===== src/design/bndt_pkg.sv =====
// Shared types, constants and the gamma table for the blue-noise dither block.
// No dependencies; imported by every module of the block except bndt_ram.
`timescale 1ns / 1ps

package bndt_pkg;

    localparam int COORD_BITS = 12;
    localparam int TILE_SIDE  = 64;
    localparam int TILE_BITS  = $clog2(TILE_SIDE);
    localparam int TILE_DEPTH = TILE_SIDE * TILE_SIDE;
    localparam int ADDR_BITS  = 2 * TILE_BITS;
    localparam int SIZE_BITS  = 7;
    localparam int COLOR_BITS = 8;
    localparam int THR_BITS   = 9;
    localparam int DATA_BITS  = 9;
    localparam int INDEX_BITS = 3;

    // remainder unit retires two quotient bits per stage
    localparam int MOD_STAGES = (COORD_BITS + 1) / 2;
    localparam int MOD_W      = COORD_BITS + SIZE_BITS;

    // luma weights, 16-bit fraction
    localparam int COEF_BITS  = 16;
    localparam int PROD_BITS  = COLOR_BITS + COEF_BITS;
    localparam int SUM_BITS   = PROD_BITS + 2;
    localparam int LUMA_SHIFT = 16;
    localparam logic [COEF_BITS-1:0] COEF_RED   = 16'd19595;
    localparam logic [COEF_BITS-1:0] COEF_GREEN = 16'd38470;
    localparam logic [COEF_BITS-1:0] COEF_BLUE  = 16'd7471;

    localparam logic [COLOR_BITS-1:0] COLOR_MAX  = '1;
    localparam logic [COLOR_BITS:0]   NOISE_BIAS = 9'd128;

    typedef enum logic [1:0] {
        MODE_LUMA                = 2'd0,
        MODE_NOISE_LUMA          = 2'd1,
        MODE_CHANNEL             = 2'd2,
        MODE_GAMMA_NOISE_CHANNEL = 2'd3
    } mode_t;

    typedef enum logic [INDEX_BITS-1:0] {
        REG_MODE        = 3'd0,
        REG_TILE_WIDTH  = 3'd1,
        REG_TILE_HEIGHT = 3'd2,
        REG_LUMA_THR    = 3'd3,
        REG_RED_THR     = 3'd4,
        REG_GREEN_THR   = 3'd5,
        REG_BLUE_THR    = 3'd6
    } reg_index_t;

    typedef enum logic {
        CMD_PIXEL = 1'b0,
        CMD_WRITE = 1'b1
    } command_t;

    typedef struct packed {
        logic gamma_on;
        logic noise_on;
    } lane_ctrl_t;

    typedef struct packed {
        logic gam;
        logic nse;
        logic mul;
    } lane_en_t;

    typedef struct packed {
        logic                  is_write;
        logic [COLOR_BITS-1:0] red;
        logic [COLOR_BITS-1:0] green;
        logic [COLOR_BITS-1:0] blue;
        logic [TILE_BITS-1:0]  trow;
        logic [TILE_BITS-1:0]  tcol;
        logic [COLOR_BITS-1:0] tval;
    } item_t;

    typedef logic [COLOR_BITS-1:0] gamma_lut_t [256];

    // floor(255 * (v/255)^1.5): largest t with 255*t*t <= v^3, built bit by bit
    function automatic gamma_lut_t build_gamma_lut();
        gamma_lut_t      lut;
        longint unsigned cube;
        longint unsigned t;
        longint unsigned cand;
        for (int v = 0; v < 256; v++)
        begin
            cube = longint'(v) * longint'(v) * longint'(v);
            t = 0;
            for (int b = 7; b >= 0; b--)
            begin
                cand = t | (longint'(1) << b);
                if (255 * cand * cand <= cube)
                begin
                    t = cand;
                end
            end
            lut[v] = COLOR_BITS'(t);
        end
        return lut;
    endfunction

    localparam gamma_lut_t GAMMA_LUT = build_gamma_lut();

endpackage


===== src/design/bndt_mod.sv =====
// Pipelined remainder: coordinate modulo tile size, two restoring steps per stage.
// Depends on bndt_pkg.
`timescale 1ns / 1ps

module bndt_mod (
    input  logic                               clk,
    input  logic [bndt_pkg::MOD_STAGES-1:0]    en,
    input  logic [bndt_pkg::COORD_BITS-1:0]    dividend,
    input  logic [bndt_pkg::SIZE_BITS-1:0]     divisor,
    output logic [bndt_pkg::COORD_BITS-1:0]    remainder
);

    import bndt_pkg::*;

    // one restoring step: subtract divisor << k when it fits
    function automatic logic [COORD_BITS-1:0] sub_step(
        input logic [COORD_BITS-1:0] rem,
        input logic [SIZE_BITS-1:0]  dv,
        input int                    k
    );
        logic [MOD_W-1:0] rw;
        logic [MOD_W-1:0] dw;
        if (k < 0)
        begin
            return rem;
        end
        rw = MOD_W'(rem);
        dw = MOD_W'(dv) << k;
        if (rw >= dw)
        begin
            return COORD_BITS'(rw - dw);
        end
        return rem;
    endfunction

    logic [COORD_BITS-1:0] rem_reg  [MOD_STAGES];
    logic [COORD_BITS-1:0] rem_next [MOD_STAGES];

    for (genvar s = 0; s < MOD_STAGES; s++)
    begin : g_stage
        logic [COORD_BITS-1:0] stage_in;

        if (s == 0)
        begin : g_first
            assign stage_in = dividend;
        end
        else
        begin : g_rest
            assign stage_in = rem_reg[s-1];
        end

        always_comb
        begin
            rem_next[s] = sub_step(sub_step(stage_in, divisor, COORD_BITS - 1 - 2 * s),
                                   divisor, COORD_BITS - 2 - 2 * s);
        end

        always_ff @(posedge clk)
        begin
            if (en[s])
            begin
                rem_reg[s] <= rem_next[s];
            end
        end
    end

    assign remainder = rem_reg[MOD_STAGES-1];

endmodule


===== config.mk =====
export PLATFORM = sky130hd
export DESIGN_NAME = bndt_mod
export DESIGN_NICKNAME = d
export VERILOG_FILES = /design/src/design/bndt_pkg.sv /design/src/design/bndt_mod.sv
export SDC_FILE = /design/constraint.sdc
export NUM_CORES = 1
export LEC_CHECK = 0
export ABC_AREA = 1
export BUFFER_PORTS_ARGS = -buffer_cell sky130_fd_sc_hd__buf_2
export CAP_MARGIN = 10
export CORE_ASPECT_RATIO = 0.7
export CORE_MARGIN = 4
export CORE_UTILIZATION = 55
export CTS_BUF_LIST = sky130_fd_sc_hd__clkbuf_8
export CTS_CLUSTER_SIZE = 14
export DETAILED_ROUTE_END_ITERATION = 7
export HOLD_SLACK_MARGIN = 0.02
export PLACE_DENSITY = 0.86
export REMOVE_ABC_BUFFERS = 1
export SLEW_MARGIN = 0
export SYNTH_ARGS = -nofsm -noshare
export SYNTH_HDL_FRONTEND = slang
export SYNTH_SLANG_ARGS = --single-unit

===== constraint.sdc =====
create_clock -name clk -period 4.4 [get_ports clk]
set_input_delay 0.66 -clock clk [delete_from_list [all_inputs] [get_ports clk]]
set_output_delay 0.66 -clock clk [all_outputs]
set_load 0.02 [all_outputs]

==> impl_metrics.py <==
metrics = {
    "detailed_routing": {
        "wl_mm": 13.8,
        "wl_per_cell_um": 14.3,
        "vias": 5329,
        "dr.pass1.iters": 5,
        "first_iter_violations": 512,
        "via_per_inst": 5.51,
        "drcViolationCount": 0,
        "ant_nets": 0,
    },
    "global_route": {
        "globalRouteTotalUtil_pct": 21.9,
        "grt_pass1_vias": 4760,
        "grt_first_pass_wirelength_mm": 22.5,
        "grt_overflow": 0,
        "grt_max_degree": 17,
        "antenna_found_initial": 0,
    },
    "placed_design": {
        "globalplace.congestion": 1.00,
        "dpl.hpwl_mm": 11.2,
        "io_buffers": 37,
    },
    "pwr": {
        "p_per_area_nw_per_um2": 697,
        "pwr-share-seq_pct": 25.1,
        "power_frac_clock_pct": 9.2,
        "p_leak_nw": 3.15,
        "switchingPower_mw": 2.28,
        "peakVddDrop_mv": 0.382,
        "p_sw_share_pct": 48.2,
        "total_power_mw": 4.74,
        "intPower_mw": 2.45,
        "pwr-share-comb_pct": 65.7,
    },
    "finish": {
        "antenna_cells": 0,
        "nNetsFinal": 910,
        "final_cell_mix": "nand2_1, inv_1, edfxtp_1",
        "final_common_cell": "nand2_1",
        "syn_to_final_growth_pct": 10.2,
        "largest_reg_flops": 72,
        "drive_above_1_share_pct": 12.9,
    },
    "logic_synthesis": {
        "synthTopCellsByArea": "edfxtp_1, ha_1, nand2_1, inv_1, nand3_1",
        "synth_area_per_cell_um2": 8.24,
        "yosysTopAreaCell": "edfxtp_1",
        "netlist_area_um2": 6170,
        "synth_cell_types": 47,
        "synth_seq_cells": 72,
        "ys_warn_count": 0,
        "syn-instance-count": 748,
        "yosysTopAreaCellShare_pct": 35.1,
        "ys_seq_area_share_pct": 35.1,
    },
    "sta": {
        "fmax_mhz": 252,
        "tns_ns": 0,
        "tightest_slew_ns": 0.519,
        "finalMaxSlewViolations": 0,
        "rsz0062_at_grt": "no",
        "period_share_pct": 90.3,
        "hold_viol": 0,
        "skew_ns": 0.00767,
        "setup_viol": 0,
        "max_slew_margin_pct": 65.1,
        "fin_crit_ns": 3.97,
    },
    "setup_path": {
        "required_ns": 4.50,
        "cpMaxStageDelayCell": "fa_1",
        "crit_path_start_kind": "primary input",
        "cp_num_buf_inv": 5,
        "reg2reg_slack_ns": 0.54,
        "r2r-start": "rem_reg[4][7]$_DFFE_PP_",
        "crit_arrival_ns": 4.07,
        "cp_max_fo": 16,
        "crit_path_end_kind": "flip-flop",
        "crit_family": "compound AO/OA/AOI/OAI gates",
        "crit_type": "primary input to flip-flop",
        "cpPeakStageDelay_ns": 0.45,
        "r2r-end": "rem_reg[5][4]$_DFFE_PP_",
        "rr_worst_depth": 17,
        "crit_path_frequent_cell": "o21ai_0",
        "crit_chain": "buf_2 -> inv_1 -> ha_1 -> nand3_1 -> nand2_2 -> nand2_2 -> nand3_4 -> clkinv_1 -> o21ai_0 -> inv_1 -> fa_1 -> o21ai_0 -> a31oi_1 -> nor2_1 -> nor3_4 -> inv_2 -> nor2_8 -> nand2_1 -> o21ai_0",
        "cp-startpoint": "divisor[2]",
    },
    "outcome": {
        "status": "finished, final reports clean",
    },
    "clock_network": {
        "htree_levels": 3,
        "cts.sinks": 72,
        "clockBufferDepth": 2,
        "post_cts_resized": 0,
        "insertion_delay_ns": 0.35,
        "post_cts_buffers": 0,
        "cts_made_buffers": 9,
        "ctsHoldBuffers": 0,
        "cts_tree": "done",
        "clk_pin_slew_ns": 0.07,
        "clock-root-buffer": "clkbuf_8",
    },
    "floorplan": {
        "core_um2": 11000,
        "rows": 32,
        "start_util_pct": 56.2,
        "fp.dieW_um": 135,
        "die_area_um2": 13000,
        "dieHeight_um": 96.6,
        "io_pins": 38,
    },
    "worst_hold_path": {
        "hold_path_end": "rem_reg[1][4]$_DFFE_PP_",
        "holdCritPathClass": "flip-flop to flip-flop",
        "min_from": "rem_reg[0][4]$_DFFE_PP_",
        "hold_depth": 0,
    },
    "job": {
        "cap_violations": 0,
    },
}
## cells by family (layout without fill, tap and decap cells)
family | after synthesis | after routing | share of synthesized area, %
mux | 2 | 2 | 0.365
buf+inv | 112 | 178 | 7.20
flops | 72 | 72 | 35.1
xor+xnor | 40 | 40 | 5.68
fa+ha+maj | 74 | 74 | 16.2
compound gates | 120 | 120 | 11.0
simple gates | 328 | 328 | 24.5
## layer usage
layer	global-route usage, %	wire length, um	vias to the layer above
li1	-	-	2674
met1	30.5	6660	2440
met2	34.9	6120	185
met3	4.81	821	30
met4	5.76	242	0
met5	0	0	-
## cells in the mapped netlist, drive strengths merged
library cell,number
ha,64
fa,10
a211oi,1
xor2,22
nand3b,1
a31oi,6
inv,106
xnor2,18
o21a,1
nor3,10
mux2,2
o31ai,1
a21boi,1
o2111ai,2
nor2,57
o21bai,3
nand3,57
buf,4
o211ai,2
nand2,178
clkinv,2
o21ai,53
and2,1
edfxtp,72
a22oi,1
a21oi,47
nand4,17
nor3b,1
a21o,1
or2,3
a22o,1
nor4,3
## worst register-to-register path: cells and delay by family, from the launching register on
kind                       cells  cell delay (ns)
and+or+nand+nor                8             0.97
buffers and inverters          3             0.43
AOI/OAI and AO/OA              4             0.94
adders and majority gates      2             0.83
DFF                            1             0.44
## area by class of cell
type / count / area, um2
multi-input cells: 564 / 3560
clock buffers: 9 / 124
repair buffers: 55 / 320
inverters: 108 / 408
flip-flops and latches: 72 / 2160
clock inverters: 6 / 28.8
well taps: 153 / 191
fillers: 936 / 4180
## power groups by stage
stage | Clock (mW) | Combinational (mW) | Sequential (mW)
global placement | 0 | 2.98 | 1.20
global route | 0.474 | 3.53 | 1.20
detailed placement | 0 | 3.04 | 1.20
floorplan | 0 | 2.37 | 1.24
CTS | 0.442 | 3.07 | 1.19
finish | 0.436 | 3.11 | 1.19
## how the worst max path moves through the flow
stage | endpoint | slack [ns] | depth (start not counted)
3_3_place_gp | rem_reg[5][0]$_DFFE_PP_ | 0.22 | 19
2_1_floorplan | rem_reg[3][10]$_DFFE_PP_ | 0.15 | 17
4_1_cts | rem_reg[5][4]$_DFFE_PP_ | 0.48 | 19
6_report | rem_reg[5][4]$_DFFE_PP_ | 0.43 | 19
3_5_place_dp | rem_reg[5][4]$_DFFE_PP_ | 0.12 | 19
5_1_grt | rem_reg[5][4]$_DFFE_PP_ | 0.09 | 19
## stage by stage
stage	area [um2]	utilization, %	worst slack [ns]	std cells	hold WS, ns
finish	6800	61.9	0.429	967	0.453
global route	6800	61.9	0.0928	967	0.459
CTS	6800	61.9	0.484	967	0.452
detailed placement	6640	60.5	0.124	952	0.433
global placement	6640	60.5	0.224	952	0.428
floorplan	6130	-	0.148	744	0.426
(Power assumes the default switching activity.)
