## config.mk

```make
export PLATFORM = sky130hd
export DESIGN_NAME = bndt_lane
export DESIGN_NICKNAME = d
export VERILOG_FILES = /design/src/design/bndt_pkg.sv /design/src/design/bndt_lane.sv
export SDC_FILE = /design/constraint.sdc
export NUM_CORES = 1
export LEC_CHECK = 0
export ABC_AREA = 1
export BUFFER_PORTS_ARGS = -buffer_cell sky130_fd_sc_hd__buf_2
export CAP_MARGIN = 25
export CORE_MARGIN = 1.5
export CORE_UTILIZATION = 55
export CTS_BUF_LIST = sky130_fd_sc_hd__clkbuf_16
export DETAILED_ROUTE_END_ITERATION = 16
export PLACE_DENSITY = 0.78
export SETUP_SLACK_MARGIN = 0.02
export SLEW_MARGIN = 20
export SYNTH_ARGS = -nofsm -noshare
export SYNTH_HDL_FRONTEND = slang
export SYNTH_SLANG_ARGS = --single-unit
```

## constraint.sdc

```tcl
create_clock -name clk -period 4.9 [get_ports clk]
set_clock_uncertainty 0.2 [all_clocks]
set_input_delay 0.98 -clock clk [delete_from_list [all_inputs] [get_ports clk]]
set_output_delay 0.98 -clock clk [all_outputs]
set_load 0.01 [all_outputs]
```

## src/design/bndt_pkg.sv

```systemverilog
// Shared types, constants and the gamma table for the blue-noise dither block.
// No dependencies; imported by every module of the block except bndt_ram.
`timescale 1ns / 1ps

package bndt_pkg;

    localparam int COORD_BITS = 12;
    localparam int TILE_SIDE  = 64;
    localparam int TILE_BITS  = $clog2(TILE_SIDE);
    localparam int TILE_DEPTH = TILE_SIDE * TILE_SIDE;
    localparam int ADDR_BITS  = 2 * TILE_BITS;
    localparam int SIZE_BITS  = 7;
    localparam int COLOR_BITS = 8;
    localparam int THR_BITS   = 9;
    localparam int DATA_BITS  = 9;
    localparam int INDEX_BITS = 3;

    // remainder unit retires two quotient bits per stage
    localparam int MOD_STAGES = (COORD_BITS + 1) / 2;
    localparam int MOD_W      = COORD_BITS + SIZE_BITS;

    // luma weights, 16-bit fraction
    localparam int COEF_BITS  = 16;
    localparam int PROD_BITS  = COLOR_BITS + COEF_BITS;
    localparam int SUM_BITS   = PROD_BITS + 2;
    localparam int LUMA_SHIFT = 16;
    localparam logic [COEF_BITS-1:0] COEF_RED   = 16'd19595;
    localparam logic [COEF_BITS-1:0] COEF_GREEN = 16'd38470;
    localparam logic [COEF_BITS-1:0] COEF_BLUE  = 16'd7471;

    localparam logic [COLOR_BITS-1:0] COLOR_MAX  = '1;
    localparam logic [COLOR_BITS:0]   NOISE_BIAS = 9'd128;

    typedef enum logic [1:0] {
        MODE_LUMA                = 2'd0,
        MODE_NOISE_LUMA          = 2'd1,
        MODE_CHANNEL             = 2'd2,
        MODE_GAMMA_NOISE_CHANNEL = 2'd3
    } mode_t;

    typedef enum logic [INDEX_BITS-1:0] {
        REG_MODE        = 3'd0,
        REG_TILE_WIDTH  = 3'd1,
        REG_TILE_HEIGHT = 3'd2,
        REG_LUMA_THR    = 3'd3,
        REG_RED_THR     = 3'd4,
        REG_GREEN_THR   = 3'd5,
        REG_BLUE_THR    = 3'd6
    } reg_index_t;

    typedef enum logic {
        CMD_PIXEL = 1'b0,
        CMD_WRITE = 1'b1
    } command_t;

    typedef struct packed {
        logic gamma_on;
        logic noise_on;
    } lane_ctrl_t;

    typedef struct packed {
        logic gam;
        logic nse;
        logic mul;
    } lane_en_t;

    typedef struct packed {
        logic                  is_write;
        logic [COLOR_BITS-1:0] red;
        logic [COLOR_BITS-1:0] green;
        logic [COLOR_BITS-1:0] blue;
        logic [TILE_BITS-1:0]  trow;
        logic [TILE_BITS-1:0]  tcol;
        logic [COLOR_BITS-1:0] tval;
    } item_t;

    typedef logic [COLOR_BITS-1:0] gamma_lut_t [256];

    // floor(255 * (v/255)^1.5): largest t with 255*t*t <= v^3, built bit by bit
    function automatic gamma_lut_t build_gamma_lut();
        gamma_lut_t      lut;
        longint unsigned cube;
        longint unsigned t;
        longint unsigned cand;
        for (int v = 0; v < 256; v++)
        begin
            cube = longint'(v) * longint'(v) * longint'(v);
            t = 0;
            for (int b = 7; b >= 0; b--)
            begin
                cand = t | (longint'(1) << b);
                if (255 * cand * cand <= cube)
                begin
                    t = cand;
                end
            end
            lut[v] = COLOR_BITS'(t);
        end
        return lut;
    endfunction

    localparam gamma_lut_t GAMMA_LUT = build_gamma_lut();

endpackage

```

## src/design/bndt_lane.sv

```systemverilog
// One color lane: gamma, noise offset with clamp, luma weight and channel compare.
// Depends on bndt_pkg.
`timescale 1ns / 1ps

module bndt_lane (
    input  logic                              clk,
    input  bndt_pkg::lane_en_t                en,
    input  bndt_pkg::lane_ctrl_t              ctrl,
    input  logic [bndt_pkg::COLOR_BITS-1:0]   color,
    input  logic [bndt_pkg::COLOR_BITS-1:0]   noise,
    input  logic [bndt_pkg::COEF_BITS-1:0]    coef,
    input  logic [bndt_pkg::THR_BITS-1:0]     threshold,
    output logic [bndt_pkg::PROD_BITS-1:0]    product,
    output logic                              hit
);

    import bndt_pkg::*;

    logic [COLOR_BITS-1:0] gam_reg;
    logic [COLOR_BITS-1:0] gam_next;
    logic [COLOR_BITS-1:0] nse_reg;
    logic [COLOR_BITS-1:0] nse_next;
    logic [COLOR_BITS:0]   sum;
    logic [COLOR_BITS:0]   biased;
    logic [PROD_BITS-1:0]  prod_reg;
    logic                  hit_reg;

    assign gam_next = ctrl.gamma_on ? GAMMA_LUT[color] : color;

    // c + n - 128, clamped to 0..255
    always_comb
    begin
        sum    = {1'b0, gam_reg} + {1'b0, noise};
        biased = sum - NOISE_BIAS;
        if (!ctrl.noise_on)
        begin
            nse_next = gam_reg;
        end
        else if (sum < NOISE_BIAS)
        begin
            nse_next = '0;
        end
        else if (biased[COLOR_BITS])
        begin
            nse_next = COLOR_MAX;
        end
        else
        begin
            nse_next = biased[COLOR_BITS-1:0];
        end
    end

    always_ff @(posedge clk)
    begin
        if (en.gam)
        begin
            gam_reg <= gam_next;
        end
        if (en.nse)
        begin
            nse_reg <= nse_next;
        end
        if (en.mul)
        begin
            prod_reg <= PROD_BITS'(nse_reg * coef);
            hit_reg  <= THR_BITS'(nse_reg) >= threshold;
        end
    end

    assign product = prod_reg;
    assign hit     = hit_reg;

endmodule

```

==> impl.org <==
** Run status
- Status :: completed

** STA
- In the final timing run, aggregate negative setup slack is 0 ps.
- Setup repair after global routing could not meet its margin everywhere.
- Max Transition Viols Final :: 0
- Worst hold margin :: 369 ps
- Crit path time final :: about 4700 ps
- Hold violation total from the final report :: 0
- Final count of negative-setup-slack endpoints :: 0
- Upper clock frequency limit :: ~0.21 GHz
- In this run the tightest slew margin relative to its limit is roughly half.
- Fin worst setup slack :: 190 ps
- In the finished design, the share of the clock period the worst path needs comes to 96.1%.
- For the pin with the worst max-slew slack, the measured transition is slightly below 800 ps.

** Critical path
- Crit path kind :: input pin to flop
- For the worst setup path, the data required time is 4750 ps.
- The worst setup path is captured at a flop.
- Startpoint of the most critical register-to-register path :: nse_reg[2]$_DFFE_PP_
- In this run the worst path has a maximum fanout of 7.
- Endpoint of the lowest-slack register-to-register path :: product[19]$_DFFE_PP_
- For the worst flop-to-flop path, the logic depth is 18.
- Arr. time, crit path :: 4560 ps
- Register-to-register setup slack :: 200 ps
- STA classifies the critical path startpoint as an input pin.

** Logic synthesis
- Cell type with the highest aggregate area in the netlist :: fa_1
- The number of nets handed over by synthesis was ~1400.
- Share of Yosys cell area claimed by the top area cell type :: a little over a fifth
- After Yosys synthesis, XOR and XNOR cells account for 2.07% of the synthesized area.
- Synthesis inferred 41 register bits.
- In this run, synthesis inferred 41 flip-flops with an integrated enable.
- Mean area per synthesized cell :: 6.97 sq um
- For this run, the number of Yosys warnings is 0.
- Post-synthesis mux area share :: 0%
- Proportion of register bits with asynchronous set or reset after synthesis :: 0%
- Main combinational cell family by area after synthesis :: adder cells
- In the synthesized netlist the dominant register cell turns out to be edfxtp_1.
- Counting every instance in the synthesized netlist gives about 1200.
- Share of synthesized cell area in full adder, half adder and majority cells :: 32.3%
- Simple logic cell fraction of the synthesized area :: approximately a quarter
- The synthesized netlist devotes 8.57% of its cell area to compound gates.
- After synthesis the cells add up to about 8000 sq um.
- Synth area leaders :: fa_1 (21%), nand2_1 (17%), edfxtp_1 (15%), inv_1 (12%), ha_1 (11%)
- Sequential cells were found to cover between 10% and 20% of the synthesized design area.
- Number of different library cells in the post-synthesis netlist :: 46

** Route
- Iteration count of the initial detailed-routing pass :: 7
- Antenna violation net count after detailed routing :: 0
- Total vias in the final route :: approximately 7500
- Summed over all layers, the routed wires come to between 15000 and 20000 um.
- In the routed layout, each cell is associated on average with a via count of roughly 5.2.
- Residual DRC count :: 0
- DRC violation total after the first TritonRoute iteration :: ~550
- Routed wirelength normalized by instance count :: ~14 um

** Clock tree
- Number of sinks driven by the clock tree :: 41
- H-tree depth :: 2
- Hold repair after CTS inserted 0 buffers.
- The clock passes through at most 2 buffers.
- After clock tree synthesis, the clock-pin slew on the worst setup and hold paths is ~60 ps.
- Clock latency on the worst-skew pair :: ~280 ps
- Clock tree from TritonCTS :: yes
- Clock buffers created by TritonCTS :: 5
- In this run the clock root is driven by a clkbuf_16.

** Hold path
- For hold timing, the worst endpoint is nse_reg[0]$_DFFE_PP_.
- The min-delay analysis places its worst path in the category flop to flop.
- Launch point of the worst hold path :: gam_reg[0]$_DFFE_PP_
- Along the worst hold path, the cell count comes to 2.

** Floorplan
- The die is between 100 and 150 um wide.
- The initial utilization of the core area, before any placement, comes to 55.8%.
- The floorplan step defined a die boundary enclosing 15400 sq um.
- The floorplan step set the die height to 124 um.
- Core ar. :: roughly 14000 sq um
- 72 I/O pins were placed.
- Row count :: 44

** Layout
- Counting the fill cells in the layout gives approximately 1300.
- Register area :: approximately 1200 sq um
- Final non-filler cell total :: 1432
- Nets :: approximately 1500
- Area growth syn-to-layout :: 13.2%
- The multi-input combinational cells in the finished layout cover a total of between 5000 and 6000 sq um.
- Max FFs per register :: 24
- Fraction of final layout cells with drive strength greater than 1 :: ~16%

** Pwr
- Power spread over the standard cell area amounts to ~640 nW/um^2.
- Summed over all cells, the static leakage comes to 5.43 nW.
- After layout, the design draws a total of a little under 6 mW.
- Across the VDD grid, the largest voltage drop is between 500 and 600 uV.

** GRT
- Number of global-route vias before repair :: slightly above 7000
- Pin count of the biggest net entering global routing :: 38
- Global routing finished with a remaining overflow of 0.
- The first global-routing pass estimated 32400 um of wire.
- The number of antenna violations at the first check in global routing came to 1.
- For this run, the total global-route usage over all layers was measured as a little over a quarter.

** Job
- Across the run, the number of max-cap violations was 0.

** Placement
- Final Wtd Congestion :: approximately 0.99
- Number of instances in the placed design :: 1409
- Minimum setup slack after placement :: -214 ps
- Placed wire-length estimate :: 15300 um
- The count of buffers added on input and output ports is 71.
[worst max-delay path, stage by stage]
cell	delay, ps
buf_2	160
nand2_1	90
fa_1	530
fa_1	560
inv_1	50
fa_1	470
inv_1	50
fa_1	490
inv_1	70
ha_4	300
nand4_1	160
nor2_2	180
nor2_2	70
o21ai_2	170
nand2_1	90
nand3_1	80
nand2_1	50
[per-layer routing]
metal	track usage, %	share of wire [%]	vias to the layer above
met3	2.43	6.8	30
li1	-	-	3688
met4	5.68	1.7	0
met1	36.0	44	3470
met5	0	0	-
met2	45.7	48	299
[placed cells by master (no fill, tap or decap), types with 2 or more instances in the layout]
master     synthesis  layout
nand2_1          355     352
clkbuf_16          0       5
fa_1              85      85
inv_1            266     266
inv_2              3       3
o21bai_1           2       2
a21oi_1           44      38
o211ai_1           8       8
nor3b_1            2       2
o21ai_2            4       6
nand2_2            6       9
nand3_2            3       3
xor2_1            12      12
a21oi_2            3       9
o21ai_1            6       5
inv_4              2       2
edfxtp_1          41      41
o21a_1             3       3
a31oi_1            6       6
buf_2              8      70
nand3_1           54      54
nand4_1           10      10
buf_4              3      61
nor2_1            56      52
nor3_2             3       3
nor2_4             3       3
ha_1              72      68
ha_4               0       3
xnor2_1            7       7
a21o_1             2       2
o21ai_0           32      31
nor2_2             2       6
[cells by family (layout without fill, tap and decap cells)]
family	after synthesis	in the layout
AO/OA/AOI/OAI	118	118
XOR/XNOR	19	19
adder cells (fa/ha/maj)	157	157
buffers and inverters	321	413
flip-flops	41	41
other	0	1
AND/OR/NAND/NOR	499	499
[cell type report]
cell class	instances	area share, %
Inverter	271	11.2
Tap cell	184	2.53
Clock inverter	3	0.192
Timing Repair Buffer	134	9.30
Antenna cell	1	0.0275
Sequential cell	41	13.5
Clock buffer	5	1.37
Multi-Input combinational cell	793	61.8
[worst max path at each step]
stage | startpoint | to | slack [ps] | cells past startpoint
5_1_grt | nse_reg[2]$_DFFE_PP_ | product[18]$_DFFE_PP_ | -30 | 18
6_report | coef[3] | product[18]$_DFFE_PP_ | 190 | 17
3_3_place_gp | coef[5] | product[16]$_DFFE_PP_ | -130 | 15
2_1_floorplan | coef[5] | product[18]$_DFFE_PP_ | 40 | 18
3_5_place_dp | coef[5] | product[17]$_DFFE_PP_ | -210 | 18
4_1_cts | coef[5] | product[17]$_DFFE_PP_ | 90 | 18
[cells in the mapped netlist (3+ instances only)]
cell,number
a21oi_1,44
a21oi_2,3
a31oi_1,6
buf_2,8
buf_4,3
buf_6,5
clkbuf_1,33
edfxtp_1,41
fa_1,85
ha_1,72
inv_1,266
inv_2,3
nand2_1,355
nand2_2,6
nand3_1,54
nand3_2,3
nand4_1,10
nor2_1,56
nor2_4,3
nor3_2,3
o211ai_1,8
o21a_1,3
o21ai_0,32
o21ai_1,6
o21ai_2,4
xnor2_1,7
xor2_1,12
[metrics by stage]
| stage | utilization [%] | area [sq um] |
|---|---|---|
| after floorplan | - | 8050 |
| after detailed placement | 60.6 | 8740 |
| after global placement | 60.6 | 8740 |
| final | 63.1 | 9100 |
| after global routing | 63.1 | 9100 |
| after CTS | 61.6 | 8880 |
[timing repair]
item	CTS	global route
setup endpoints to repair	0	16
setup buffers	0	14
endpoints found under the hold margin	0	0
resized for setup	0	25
[power by group]
part / switching [mW] / internal, mW
Clock: 0.133 / 0.187
Sequential: 0.0571 / 0.678
Combinational: 2.69 / 2.10
Total: 2.88 / 2.97
Power figures use the tool's default switching activity.
